[src/design/assert_macros.svh]
// assertion macros shared by the regulator rtl
`ifndef ASSERT_MACROS_SVH
`define ASSERT_MACROS_SVH

// condition must hold at every clock edge out of reset
`define ASSERT_ALWAYS(label, expr, msg) \
	label: assert property (@(posedge clk) disable iff (!arst_n) (expr)) else $error(msg);

// consequent must hold in the same cycle as the antecedent
`define ASSERT_IMPLY(label, ante, cons, msg) \
	label: assert property (@(posedge clk) disable iff (!arst_n) (ante) |-> (cons)) \
		else $error(msg);

// consequent must hold in the cycle after the antecedent
`define ASSERT_NEXT(label, ante, cons, msg) \
	label: assert property (@(posedge clk) disable iff (!arst_n) (ante) |=> (cons)) \
		else $error(msg);

`endif

[src/design/mbr_pkg.sv]
// types, constants and helpers of the memory bandwidth regulator
package mbr_pkg;

	localparam int DELTA_W   = 24;
	localparam int ACCUM_W   = 40;
	localparam int BUDGET_W  = 48;
	localparam int QUOTA_W   = 32;
	localparam int CFG_W     = 32;
	localparam int CFG_IDX_W = 2;

	typedef logic [DELTA_W-1:0]         delta_t;
	typedef logic [ACCUM_W-1:0]         accum_t;
	typedef logic signed [BUDGET_W-1:0] budget_t;
	typedef logic [QUOTA_W-1:0]         quota_t;
	typedef logic [CFG_W-1:0]           cfg_data_t;
	typedef logic [CFG_IDX_W-1:0]       cfg_idx_t;

	// register indexes
	localparam cfg_idx_t REG_WINDOW_BUDGET   = 2'd0;
	localparam cfg_idx_t REG_RESERVE_THRESH  = 2'd1;
	localparam cfg_idx_t REG_INITIAL_QUOTA   = 2'd2;

	// register reset values
	localparam cfg_data_t RST_WINDOW_BUDGET  = 32'd60000;
	localparam cfg_data_t RST_RESERVE_THRESH = 32'd500;
	localparam quota_t    RST_INITIAL_QUOTA  = 32'd20000;

	// quota / 3 as (quota * ceil(2^33 / 3)) >> 33, exact for every 32 bit quota
	localparam int     QUOTA_SHIFT = 33;
	localparam quota_t QUOTA_RECIP = 32'hAAAA_AAAB;

	// accumulator plus delta, clamped at the accumulator maximum
	localparam int SAT_W = ((ACCUM_W > DELTA_W) ? ACCUM_W : DELTA_W) + 1;

	function automatic accum_t sat_add(input accum_t acc, input delta_t d);
		logic [SAT_W-1:0] s;
		begin
			s = SAT_W'(acc) + SAT_W'(d);
			if (s[SAT_W-1:ACCUM_W] != '0) begin
				return '1;
			end
			return s[ACCUM_W-1:0];
		end
	endfunction

endpackage

[src/design/memory_bandwidth_regulator_unit.sv]
// memory bandwidth regulator: per-tick miss accounting, quota and throttle control
//
//  channel   | valid        | stall        | payload
//  ----------+--------------+--------------+---------------------------------------------
//  tick      | tick_valid   | tick_stall   | rt_delta, bg0_delta, bg1_delta
//  result    | result_valid | result_stall | stop_pulse, resume_pulse, quota_hit,
//            |              |              | throttled_now, task_quota_now, budget_left_now
//  config    | cfg_we       | (none)       | cfg_index, cfg_wdata
//
// one beat per cycle sustained while result_stall is low; a tick beat goes from the input
// register through one pass of logic into the result register. the accumulator, budget and
// mode update is a single pass of saturating adders, a three-way sum and a subtract, so it
// closes through the state registers alone. reset (arst_n low) empties both registers, clears the
// accumulators and loads the config reset values into budget and quota. a stalled result
// holds; the input register still takes one more tick behind it, and tick_stall rises only
// when both are full.
`include "assert_macros.svh"

module memory_bandwidth_regulator_unit (
	input  logic               clk,
	input  logic               arst_n,
	// tick channel
	input  logic               tick_valid,
	output logic               tick_stall,
	input  mbr_pkg::delta_t    rt_delta,
	input  mbr_pkg::delta_t    bg0_delta,
	input  mbr_pkg::delta_t    bg1_delta,
	// result channel
	output logic               result_valid,
	input  logic               result_stall,
	output logic               stop_pulse,
	output logic               resume_pulse,
	output logic               quota_hit,
	output logic               throttled_now,
	output mbr_pkg::quota_t    task_quota_now,
	output mbr_pkg::budget_t   budget_left_now,
	// config write port
	input  logic               cfg_we,
	input  mbr_pkg::cfg_idx_t  cfg_index,
	input  mbr_pkg::cfg_data_t cfg_wdata
);
	import mbr_pkg::*;

	// width of the three-way accumulator sum and of the budget difference
	localparam int TOT_W  = ACCUM_W + 2;
	localparam int DIFF_W = ((TOT_W > BUDGET_W) ? TOT_W : BUDGET_W) + 1;
	localparam int CMP_W  = (ACCUM_W > QUOTA_W) ? ACCUM_W : QUOTA_W;
	localparam int PROD_W = QUOTA_SHIFT + QUOTA_W;
	localparam budget_t BUDGET_MIN = {1'b1, {(BUDGET_W-1){1'b0}}};

	// config registers
	cfg_data_t window_budget_q;
	cfg_data_t reserve_thresh_q;
	quota_t    initial_quota_q;

	// regulator state
	accum_t  rt_total_q;
	accum_t  bg0_total_q;
	accum_t  bg1_total_q;
	budget_t budget_left_q;
	quota_t  task_quota_q;
	logic    throttled_q;

	// input register
	logic   valid_s1;
	delta_t rt_delta_s1;
	delta_t bg0_delta_s1;
	delta_t bg1_delta_s1;

	// result register
	logic    result_valid_q;
	logic    stop_q;
	logic    resume_q;
	logic    hit_q;
	logic    thr_out_q;
	quota_t  quota_out_q;
	budget_t budget_out_q;

	// handshake
	logic out_free;
	logic advance;
	logic tick_take;

	// datapath
	accum_t                    rt_sum;
	accum_t                    bg0_sum;
	accum_t                    bg1_sum;
	logic [TOT_W-1:0]          total_sum;
	logic signed [DIFF_W-1:0]  diff;
	budget_t                   budget_sub;
	budget_t                   reserve_ext;
	logic                      any_hit;
	logic [PROD_W-1:0]         quota_prod;
	quota_t                    quota_third;

	// next state
	accum_t  rt_nx;
	accum_t  bg0_nx;
	accum_t  bg1_nx;
	budget_t budget_nx;
	quota_t  quota_nx;
	logic    thr_nx;
	logic    stop_nx;
	logic    resume_nx;
	logic    hit_nx;

	// assertion helpers
	logic                      res_stop;
	logic                      res_resume;
	logic                      restore_ok;
	logic [BUDGET_W+QUOTA_W:0] state_vec;

	// result register is free when empty or being drained this cycle
	assign out_free   = !result_valid_q || !result_stall;
	assign advance    = valid_s1 && out_free;
	assign tick_stall = valid_s1 && !out_free;
	assign tick_take  = tick_valid && !tick_stall;

	// config writes, unknown indexes dropped
	always_ff @(posedge clk or negedge arst_n) begin
		if (!arst_n) begin
			window_budget_q  <= RST_WINDOW_BUDGET;
			reserve_thresh_q <= RST_RESERVE_THRESH;
			initial_quota_q  <= RST_INITIAL_QUOTA;
		end else if (cfg_we) begin
			case (cfg_index)
				REG_WINDOW_BUDGET:  window_budget_q  <= cfg_wdata;
				REG_RESERVE_THRESH: reserve_thresh_q <= cfg_wdata;
				REG_INITIAL_QUOTA:  initial_quota_q  <= QUOTA_W'(cfg_wdata);
				default: ;
			endcase
		end
	end

	// input register
	always_ff @(posedge clk or negedge arst_n) begin
		if (!arst_n) begin
			valid_s1 <= 1'b0;
		end else if (tick_take) begin
			valid_s1 <= 1'b1;
		end else if (advance) begin
			valid_s1 <= 1'b0;
		end
	end

	always_ff @(posedge clk) begin
		if (tick_take) begin
			rt_delta_s1  <= rt_delta;
			bg0_delta_s1 <= bg0_delta;
			bg1_delta_s1 <= bg1_delta;
		end
	end

	// accumulate, then charge all three running totals against the budget
	always_comb begin
		rt_sum      = sat_add(rt_total_q, rt_delta_s1);
		bg0_sum     = sat_add(bg0_total_q, bg0_delta_s1);
		bg1_sum     = sat_add(bg1_total_q, bg1_delta_s1);
		total_sum   = TOT_W'(rt_sum) + TOT_W'(bg0_sum) + TOT_W'(bg1_sum);
		diff        = DIFF_W'(budget_left_q) - signed'(DIFF_W'(total_sum));
		// budget floors at the most negative 48 bit value
		if (diff < DIFF_W'(BUDGET_MIN)) begin
			budget_sub = BUDGET_MIN;
		end else begin
			budget_sub = BUDGET_W'(diff);
		end
		reserve_ext = signed'(BUDGET_W'(reserve_thresh_q));
		any_hit     = (CMP_W'(rt_sum)  >= CMP_W'(task_quota_q))
		           || (CMP_W'(bg0_sum) >= CMP_W'(task_quota_q))
		           || (CMP_W'(bg1_sum) >= CMP_W'(task_quota_q));
		// quota / 3 by reciprocal multiply, off the budget path
		quota_prod  = PROD_W'(task_quota_q) * PROD_W'(QUOTA_RECIP);
		quota_third = quota_prod[PROD_W-1 -: QUOTA_W];
	end

	// mode control
	always_comb begin
		rt_nx     = rt_sum;
		bg0_nx    = bg0_sum;
		bg1_nx    = bg1_sum;
		budget_nx = budget_sub;
		quota_nx  = task_quota_q;
		thr_nx    = throttled_q;
		stop_nx   = 1'b0;
		resume_nx = 1'b0;
		hit_nx    = 1'b0;
		if (!throttled_q) begin
			// normal: a quota hit shrinks the quota and opens a new accounting round
			if (any_hit) begin
				hit_nx   = 1'b1;
				quota_nx = quota_third;
				rt_nx    = '0;
				bg0_nx   = '0;
				bg1_nx   = '0;
				// little budget left: stop the background tasks
				if (budget_sub <= reserve_ext) begin
					stop_nx = 1'b1;
					thr_nx  = 1'b1;
				end
			end
		end else if (budget_sub[BUDGET_W-1] || budget_sub == '0) begin
			// throttled and budget spent: new window
			resume_nx = 1'b1;
			thr_nx    = 1'b0;
			rt_nx     = '0;
			bg0_nx    = '0;
			bg1_nx    = '0;
			quota_nx  = initial_quota_q;
			budget_nx = signed'(BUDGET_W'(window_budget_q));
		end
	end

	// state update once per tick moving into the result register
	always_ff @(posedge clk or negedge arst_n) begin
		if (!arst_n) begin
			rt_total_q    <= '0;
			bg0_total_q   <= '0;
			bg1_total_q   <= '0;
			budget_left_q <= signed'(BUDGET_W'(RST_WINDOW_BUDGET));
			task_quota_q  <= RST_INITIAL_QUOTA;
			throttled_q   <= 1'b0;
		end else if (advance) begin
			rt_total_q    <= rt_nx;
			bg0_total_q   <= bg0_nx;
			bg1_total_q   <= bg1_nx;
			budget_left_q <= budget_nx;
			task_quota_q  <= quota_nx;
			throttled_q   <= thr_nx;
		end
	end

	// result register
	always_ff @(posedge clk or negedge arst_n) begin
		if (!arst_n) begin
			result_valid_q <= 1'b0;
		end else if (advance) begin
			result_valid_q <= 1'b1;
		end else if (!result_stall) begin
			result_valid_q <= 1'b0;
		end
	end

	always_ff @(posedge clk) begin
		if (advance) begin
			stop_q       <= stop_nx;
			resume_q     <= resume_nx;
			hit_q        <= hit_nx;
			thr_out_q    <= thr_nx;
			quota_out_q  <= quota_nx;
			budget_out_q <= budget_nx;
		end
	end

	assign result_valid    = result_valid_q;
	assign stop_pulse      = stop_q;
	assign resume_pulse    = resume_q;
	assign quota_hit       = hit_q;
	assign throttled_now   = thr_out_q;
	assign task_quota_now  = quota_out_q;
	assign budget_left_now = budget_out_q;

	assign res_stop   = result_valid_q && stop_q;
	assign res_resume = result_valid_q && resume_q;
	assign restore_ok = !thr_out_q && (quota_out_q == initial_quota_q);
	assign state_vec  = {throttled_q, budget_left_q, task_quota_q};

	// stop and resume come from different modes
	`ASSERT_ALWAYS(a_pulse_excl, !(res_stop && resume_q), "stop and resume together")
	// a stop only follows a quota hit and leaves the block throttled
	`ASSERT_IMPLY(a_stop_mode, res_stop, hit_q && thr_out_q, "stop without hit or throttle")
	// a resume restores normal mode and the initial quota
	`ASSERT_IMPLY(a_resume_restore, res_resume, restore_ok, "resume without window restore")
	// regulator state only moves with a tick
	`ASSERT_NEXT(a_state_hold, !advance, $stable(state_vec), "state changed without a tick")

endmodule
[config.mk]
export PLATFORM = sky130hd
export DESIGN_NAME = memory_bandwidth_regulator_unit
export DESIGN_NICKNAME = d
export VERILOG_FILES = /design/src/design/mbr_pkg.sv /design/src/design/memory_bandwidth_regulator_unit.sv
export VERILOG_INCLUDE_DIRS = /design/src /design/src/design
export SDC_FILE = /design/constraint.sdc
export NUM_CORES = 2
export LEC_CHECK = 0
export ABC_AREA = 1
export BUFFER_PORTS_ARGS = -buffer_cell sky130_fd_sc_hd__buf_2
export CAP_MARGIN = 40
export CORE_ASPECT_RATIO = 2
export CORE_UTILIZATION = 55
export CTS_CLUSTER_DIAMETER = 50
export DETAILED_ROUTE_END_ITERATION = 8
export PLACE_DENSITY = 0.75
export SLEW_MARGIN = 20
export SYNTH_ARGS = -nofsm -noshare
export SYNTH_HDL_FRONTEND = slang
export SYNTH_SLANG_ARGS = --single-unit
export TNS_END_PERCENT = 10
[constraint.sdc]
create_clock -name clk -period 22.7 [get_ports clk]
set_input_delay 2.27 -clock clk [delete_from_list [all_inputs] [get_ports clk]]
set_output_delay 2.27 -clock clk [all_outputs]
set_load 0.05 [all_outputs]
After elaboration in Yosys (flattened, before gate mapping) --
Index checks and enable logic that the tools add are counted.
Cells by class: add/sub/neg operators 6, magnitude comparators 5, $mul 1, muxes and demuxes 34, eq/ne operators 3, reductions and logical operators 17
Operator list (count):
- 40-bit 2-to-1 mux | 15
- 48-bit 2-to-1 mux | 3
- 40-bit by 24-bit adder with 41-bit output | 3
- 40-bit by 32-bit greater-or-equal comparator with 1-bit output | 3
- 32-bit 2-to-1 mux | 3
- 32-bit by 32-bit multiplier with 64-bit output (second input constant) | 1
- 49-bit by 48-bit less-than comparator with 1-bit output (second input constant) | 1
- 48-bit by 43-bit subtractor with 49-bit output | 1
- 48-bit by 33-bit <= comparator with 1-bit output | 1
- 48-bit logical NOT | 1
- 41-bit by 40-bit adder with 42-bit output | 1
- 40-bit by 40-bit adder with 41-bit output | 1
- 1-bit 2-to-1 mux | 13
- 2-bit AND reduction | 3
- 1-bit logical NOT | 4
- 1-bit logical OR | 4
- 1-bit logical AND | 3
- 2-bit by 1-bit == test with 1-bit output (second input constant) | 1
- 2-bit == test (second input constant) | 1
- 2-bit logical NOT | 1
- 2-bit by 1-bit != test with 1-bit output (second input constant) | 1
- 2-bit nonzero test | 1
Storage, ports and cells: bits of input ports 111, register bits after elaboration 455, logic and storage cells 86, output and inout port bits 86

Logic depth before layout (Yosys ltp) --
depth in word-level cells 12, gate-level depth with buffers 61, depth with buffers taken out 57

Least setup slack after synthesis --
OpenSTA, ideal clock, no wires.
kind register to register, start point register bg0_total_q[0], end point register throttled_q, setup slack 13883 ps, cell stages (with the launch flop) 58, library setup time 83 ps, arrival 8734 ps, required time 22617 ps, path through dfrtp_1 > ha_1 > fa_1 > nand3_1 > nand3_1 > nand2_1 > nand2_1 > nand2_1 > nand3_2 > nand3_1 > buf_4 > inv_1 > clkbuf_1 > nor2_1 > fa_1 > inv_1 > ha_1 > inv_1 > [... 22 more ...] > buf_2 > inv_1 > clkbuf_1 > a21oi_1 > ha_1 > nand2_1 > inv_1 > nand3_1 > a31oi_1 > or3_1 > a221oi_1 > a21boi_0 > nand3_1 > nand3_1 > nand2_1 > nand2_1 > nand2_1 > o21ai_0
Between the ends: longest elaborated chain between the ends 12, elaborated cells on any way between the ends 18, classes of those cells add/sub: 4; order compare: 3; mux: 7; reduce/logical: 4
RTL lines:
- start, declared | RTL line memory_bandwidth_regulator_unit.sv:58 | accum_t bg0_total_q;
- start signal, assigned | RTL line memory_bandwidth_regulator_unit.sv:224 | bg0_total_q <= bg0_nx;
- 40-bit by 24-bit adder with 41-bit output (*) | RTL line mbr_pkg.sv:38 | s = SAT_W'(acc) + SAT_W'(d);
- 1-bit 2-to-1 mux | RTL line mbr_pkg.sv:39 | if (s[SAT_W-1:ACCUM_W] != '0) begin
- 40-bit 2-to-1 mux (*) | RTL line mbr_pkg.sv:42 | return s[ACCUM_W-1:0];
- 40-bit by 40-bit adder with 41-bit output | RTL line memory_bandwidth_regulator_unit.sv:159 | total_sum = TOT_W'(rt_sum) + TOT_W'(bg0_sum) + TOT_W'(bg1_sum);
- 41-bit by 40-bit adder with 42-bit output | RTL line memory_bandwidth_regulator_unit.sv:159
- 48-bit by 43-bit subtractor with 49-bit output | RTL line memory_bandwidth_regulator_unit.sv:160 | diff = DIFF_W'(budget_left_q) - signed'(DIFF_W'(total_sum));
- 49-bit by 48-bit less-than comparator with 1-bit output | RTL line memory_bandwidth_regulator_unit.sv:162 | if (diff < DIFF_W'(BUDGET_MIN)) begin
- 48-bit 2-to-1 mux | RTL line memory_bandwidth_regulator_unit.sv:162
- 48-bit by 33-bit <= comparator with 1-bit output or 48-bit logical NOT (tied branches) | RTL line memory_bandwidth_regulator_unit.sv:196, memory_bandwidth_regulator_unit.sv:201
- 1-bit 2-to-1 mux or 1-bit logical OR (tied branches) | RTL line memory_bandwidth_regulator_unit.sv:196, memory_bandwidth_regulator_unit.sv:201
- 1-bit 2-to-1 mux (on tied branches) | RTL line memory_bandwidth_regulator_unit.sv:189, memory_bandwidth_regulator_unit.sv:201
- 1-bit 2-to-1 mux (*) | RTL line memory_bandwidth_regulator_unit.sv:187 | if (!throttled_q) begin
- named net thr_nx | RTL line memory_bandwidth_regulator_unit.sv:102 | logic thr_nx;
- end signal, assigned | RTL line memory_bandwidth_regulator_unit.sv:228 | throttled_q <= thr_nx;
- end, declared | RTL line memory_bandwidth_regulator_unit.sv:62 | logic throttled_q;
The timed path passes the listed nets; every way through them passes the cells marked *. A chain may end at the register's enable or synchronous reset.

Final worst setup path --
start point register bg0_total_q[21], end point register budget_left_q[45]
Between the ends: longest elaborated chain between the ends 12
RTL lines:
- 40-bit by 24-bit adder with 41-bit output (*) | RTL line mbr_pkg.sv:38
- 1-bit 2-to-1 mux | RTL line mbr_pkg.sv:39
- 40-bit 2-to-1 mux (*) | RTL line mbr_pkg.sv:42
- 40-bit by 40-bit adder with 41-bit output (*) | RTL line memory_bandwidth_regulator_unit.sv:159
- 41-bit by 40-bit adder with 42-bit output (*) | RTL line memory_bandwidth_regulator_unit.sv:159
- 48-bit by 43-bit subtractor with 49-bit output (*) | RTL line memory_bandwidth_regulator_unit.sv:160
- 49-bit by 48-bit less-than comparator with 1-bit output | RTL line memory_bandwidth_regulator_unit.sv:162
- 48-bit 2-to-1 mux (*) | RTL line memory_bandwidth_regulator_unit.sv:162
- 48-bit logical NOT | RTL line memory_bandwidth_regulator_unit.sv:201 | end else if (budget_sub[BUDGET_W-1] || budget_sub == '0) begin
- 1-bit logical OR | RTL line memory_bandwidth_regulator_unit.sv:201
- 48-bit 2-to-1 mux | RTL line memory_bandwidth_regulator_unit.sv:201
- 48-bit 2-to-1 mux (*) | RTL line memory_bandwidth_regulator_unit.sv:187
- named net budget_nx[45] | RTL line memory_bandwidth_regulator_unit.sv:100 | budget_t budget_nx;
- end signal, assigned | RTL line memory_bandwidth_regulator_unit.sv:219 | budget_left_q <= signed'(BUDGET_W'(RST_WINDOW_BUDGET));
- end signal, assigned | RTL line memory_bandwidth_regulator_unit.sv:226 | budget_left_q <= budget_nx;
- end, declared | RTL line memory_bandwidth_regulator_unit.sv:60 | budget_t budget_left_q;
Marks and branches as above.

==> results.py <==
metrics = {
    "global_routing": {
        "grt-ovfl-total": 0,
        "grt_pass1_wl_um": 311700,
        "grt_max_degree": 154,
        "grtUsageTotal_pct": 46.54,
        "first_global_vias": 49180,
        "antenna_found_initial": 16,
    },
    "drt": {
        "ant_nets": 0,
        "post-route-drc-count": 0,
        "vias": 47450,
        "routed_wl_um": 216000,
        "first_iter_violations": 3771,
        "dr.pass1.iters": 6,
        "post_drt_wl_per_cell_um": 26.87,
        "viasPerCell": 5.905,
    },
    "floorplan": {
        "die_area_sq_mm": 0.09426,
        "initial_core_util_pct": 55.73,
        "die-width_um": 217.6,
        "std_cell_rows": 157,
        "pin_count": 197,
        "die_h_um": 433.2,
        "design.core.area_sq_mm": 0.09174,
    },
    "synthesis": {
        "synth_cell_types": 57,
        "ys_async_sr_fraction_pct": 65.71,
        "synth-seq-area-share_pct": 23.87,
        "synth_cells": 6608,
        "synth_fp_nets": 7769,
        "syn_area_sq_mm": 0.05113,
        "synth_ff_type": "dfrtp_1",
        "yosysWarnings": 0,
        "avgSynthCellArea_sq_um": 7.737,
        "ys_ff_latch": 455,
        "synth_edf_count": 156,
    },
    "critical_path": {
        "cp.arrival_ns": 13.23,
        "crit_family": "simple AND/OR/NAND/NOR gates",
        "startpoint": "bg0_total_q[21]",
        "ff2ff_setup_slack_ns": 10.01,
        "cp_max_fo": 53,
        "start_kind": "flop",
        "cp_num_cells": 50,
        "cpMostUsedCell": "nand2_1",
        "r2r-start": "bg0_total_q[21]",
        "worstSetupPathType": "reg2reg",
        "crit_path_top_delay_cell": "inv_2",
        "endpoint": "budget_left_q[45]",
        "path_buf_inv": 7,
        "worst_path_largest_cell_delay_ns": 0.65,
        "required_ns": 23.24,
        "r2r_cells": 50,
        "crit_path_end_kind": "flop",
        "reg2reg_to": "budget_left_q[45]",
    },
    "clocking": {
        "worstSkewPairLatency_ns": 0.68,
        "cts_buffer_depth": 3,
        "tritoncts": "yes",
        "cts-buffers-inserted": 47,
        "cts_resized": 0,
        "cts-root-buf": "clkbuf_16",
        "cts_setup_buffers": 0,
        "cts.sinks": 455,
        "htreeDepth": 2,
        "clkTransAtPathRegs_ns": 0.07,
        "hold_buffers": 0,
    },
    "cells_and_area": {
        "drive_above_1_share_pct": 6.907,
        "area_growth_pct": 8.245,
        "nNetsFinal": 7956,
    },
    "sta": {
        "setup_viol": 0,
        "fin_crit_sh_pct": 55.91,
        "drv_slew": 0,
        "finalHoldViolCount": 0,
        "tightest_slew_ns": 0.9896,
        "clock.fmax_mhz": 78.79,
        "final.setup_skew_ns": 0.03909,
        "finalWorstPathRequiredPeriod_ns": 12.69,
        "rsz0062_at_grt": "false",
        "relSlewSlack_pct": 33.80,
        "tns_ns": 0,
    },
    "worst_hold_path": {
        "hold_class": "reg2reg",
    },
    "flow_run": {
        "cap_violations": 0,
    },
    "place": {
        "hpwl_um": 179100,
        "routabilityCongestion": 1.111,
        "portBuffers": 196,
    },
    "status": {
        "status": "completed",
    },
}
-- kinds of logic (layout without fill, tap and decap cells) --
logic type	after synthesis	count (layout)	share of synthesized area (%)
AOI/OAI and AO/OA	858	858	9.285
xor gates and xnor gates	146	146	2.501
adders and majority gates	1050	1050	32.00
buffers and inverters	1350	1576	10.10
DFF	455	455	23.87
other	0	10	0
and+or+nand+nor	2749	2749	22.25
-- per-layer routing --
metal | routed length (um) | track usage [%]
met5 | 10 | 0
met4 | 33330 | 58.14
met3 | 15200 | 10.54
met2 | 105200 | 80.13
met1 | 62230 | 40.01
-- cell usage in the layout (no fill, tap or decap), types with 40 or more instances in the layout --
master,instances
xor2_1,83
nand2_1,1726
o21ai_0,268
ha_1,621
nor3_1,53
fa_1,429
nand3_1,342
o21ai_1,76
o21bai_1,53
a31oi_1,47
buf_4,49
nor2_1,441
buf_2,197
edfxtp_1,156
a21oi_1,312
dfrtp_1,269
nand4_1,47
clkbuf_16,47
or2_2,40
xnor2_1,63
inv_1,1215
-- worst min-delay path by stage --
stage	from	to	slack, ns	cells past startpoint
floorplan	valid_s1	result_valid	0.43	2
global placement	budget_left_q[0]	budget_left_q[0]	0.47	2
detailed placement	budget_left_q[0]	budget_left_q[0]	0.47	2
CTS	budget_left_q[0]	budget_left_q[0]	0.48	2
global route	reserve_thresh_q[15]	reserve_thresh_q[15]	0.51	2
finish	budget_left_q[0]	budget_left_q[0]	0.48	2
-- cell type report --
| class | instances | area [sq um] |
|---|---|---|
| Inverter | 1227 | 4611 |
| Clock buffer | 54 | 1232 |
| Fill cell | 8425 | 36390 |
| Tap cell | 1192 | 1491 |
| Antenna cell | 10 | 25.02 |
| Sequential cell | 455 | 12200 |
| Clock inverter | 34 | 357.8 |
| Multi-Input combinational cell | 4803 | 33800 |
| Timing Repair Buffer | 261 | 1624 |
-- worst reg2reg max path, delay by kind of cell, from the launching register on --
family | cells | cell delay (ns)
compound gates | 11 | 3.09
fa+ha+maj | 5 | 1.82
buf+inv | 7 | 2.33
flops | 1 | 0.39
simple gates | 27 | 4.92
-- stage by stage --
stage | cells | utilization, % | worst slack, ns | area, sq um | hold slack, ns
2_1_floorplan | 6608 | - | 13.88 | 51130 | 0.4340
3_3_place_gp | 7916 | 58.24 | 10.22 | 53430 | 0.4665
3_5_place_dp | 7930 | 58.49 | 10.29 | 53660 | 0.4651
4_1_cts | 8018 | 60.22 | 10.28 | 55250 | 0.4827
5_1_grt | 8029 | 60.31 | 9.238 | 55320 | 0.5054
6_report | 8036 | 60.33 | 10.01 | 55340 | 0.4796
-- sequential cells by signal (all words and copies together), names as in the netlist, 40 cells and up --
name             count
bg0_total_q         40
budget_left_q       48
budget_left_now     48
bg1_total_q         40
rt_total_q          40
-- cell usage after synthesis (all sizes together) (63+ instances only) --
cell type,number,share of area [%]
nand2,1733,13
inv,1226,9.0
ha,621,15
nor2,462,3.5
fa,429,17
nand3,355,3.6
o21ai,344,3.4
a21oi,313,3.1
dfrtp,269,13
edfxtp,156,9.2
clkbuf,84,0.62
xor2,83,1.4
xnor2,63,1.1
Power is not shown: default switching activity piles up to over one toggle a cycle in this logic, so the estimate is an artifact.
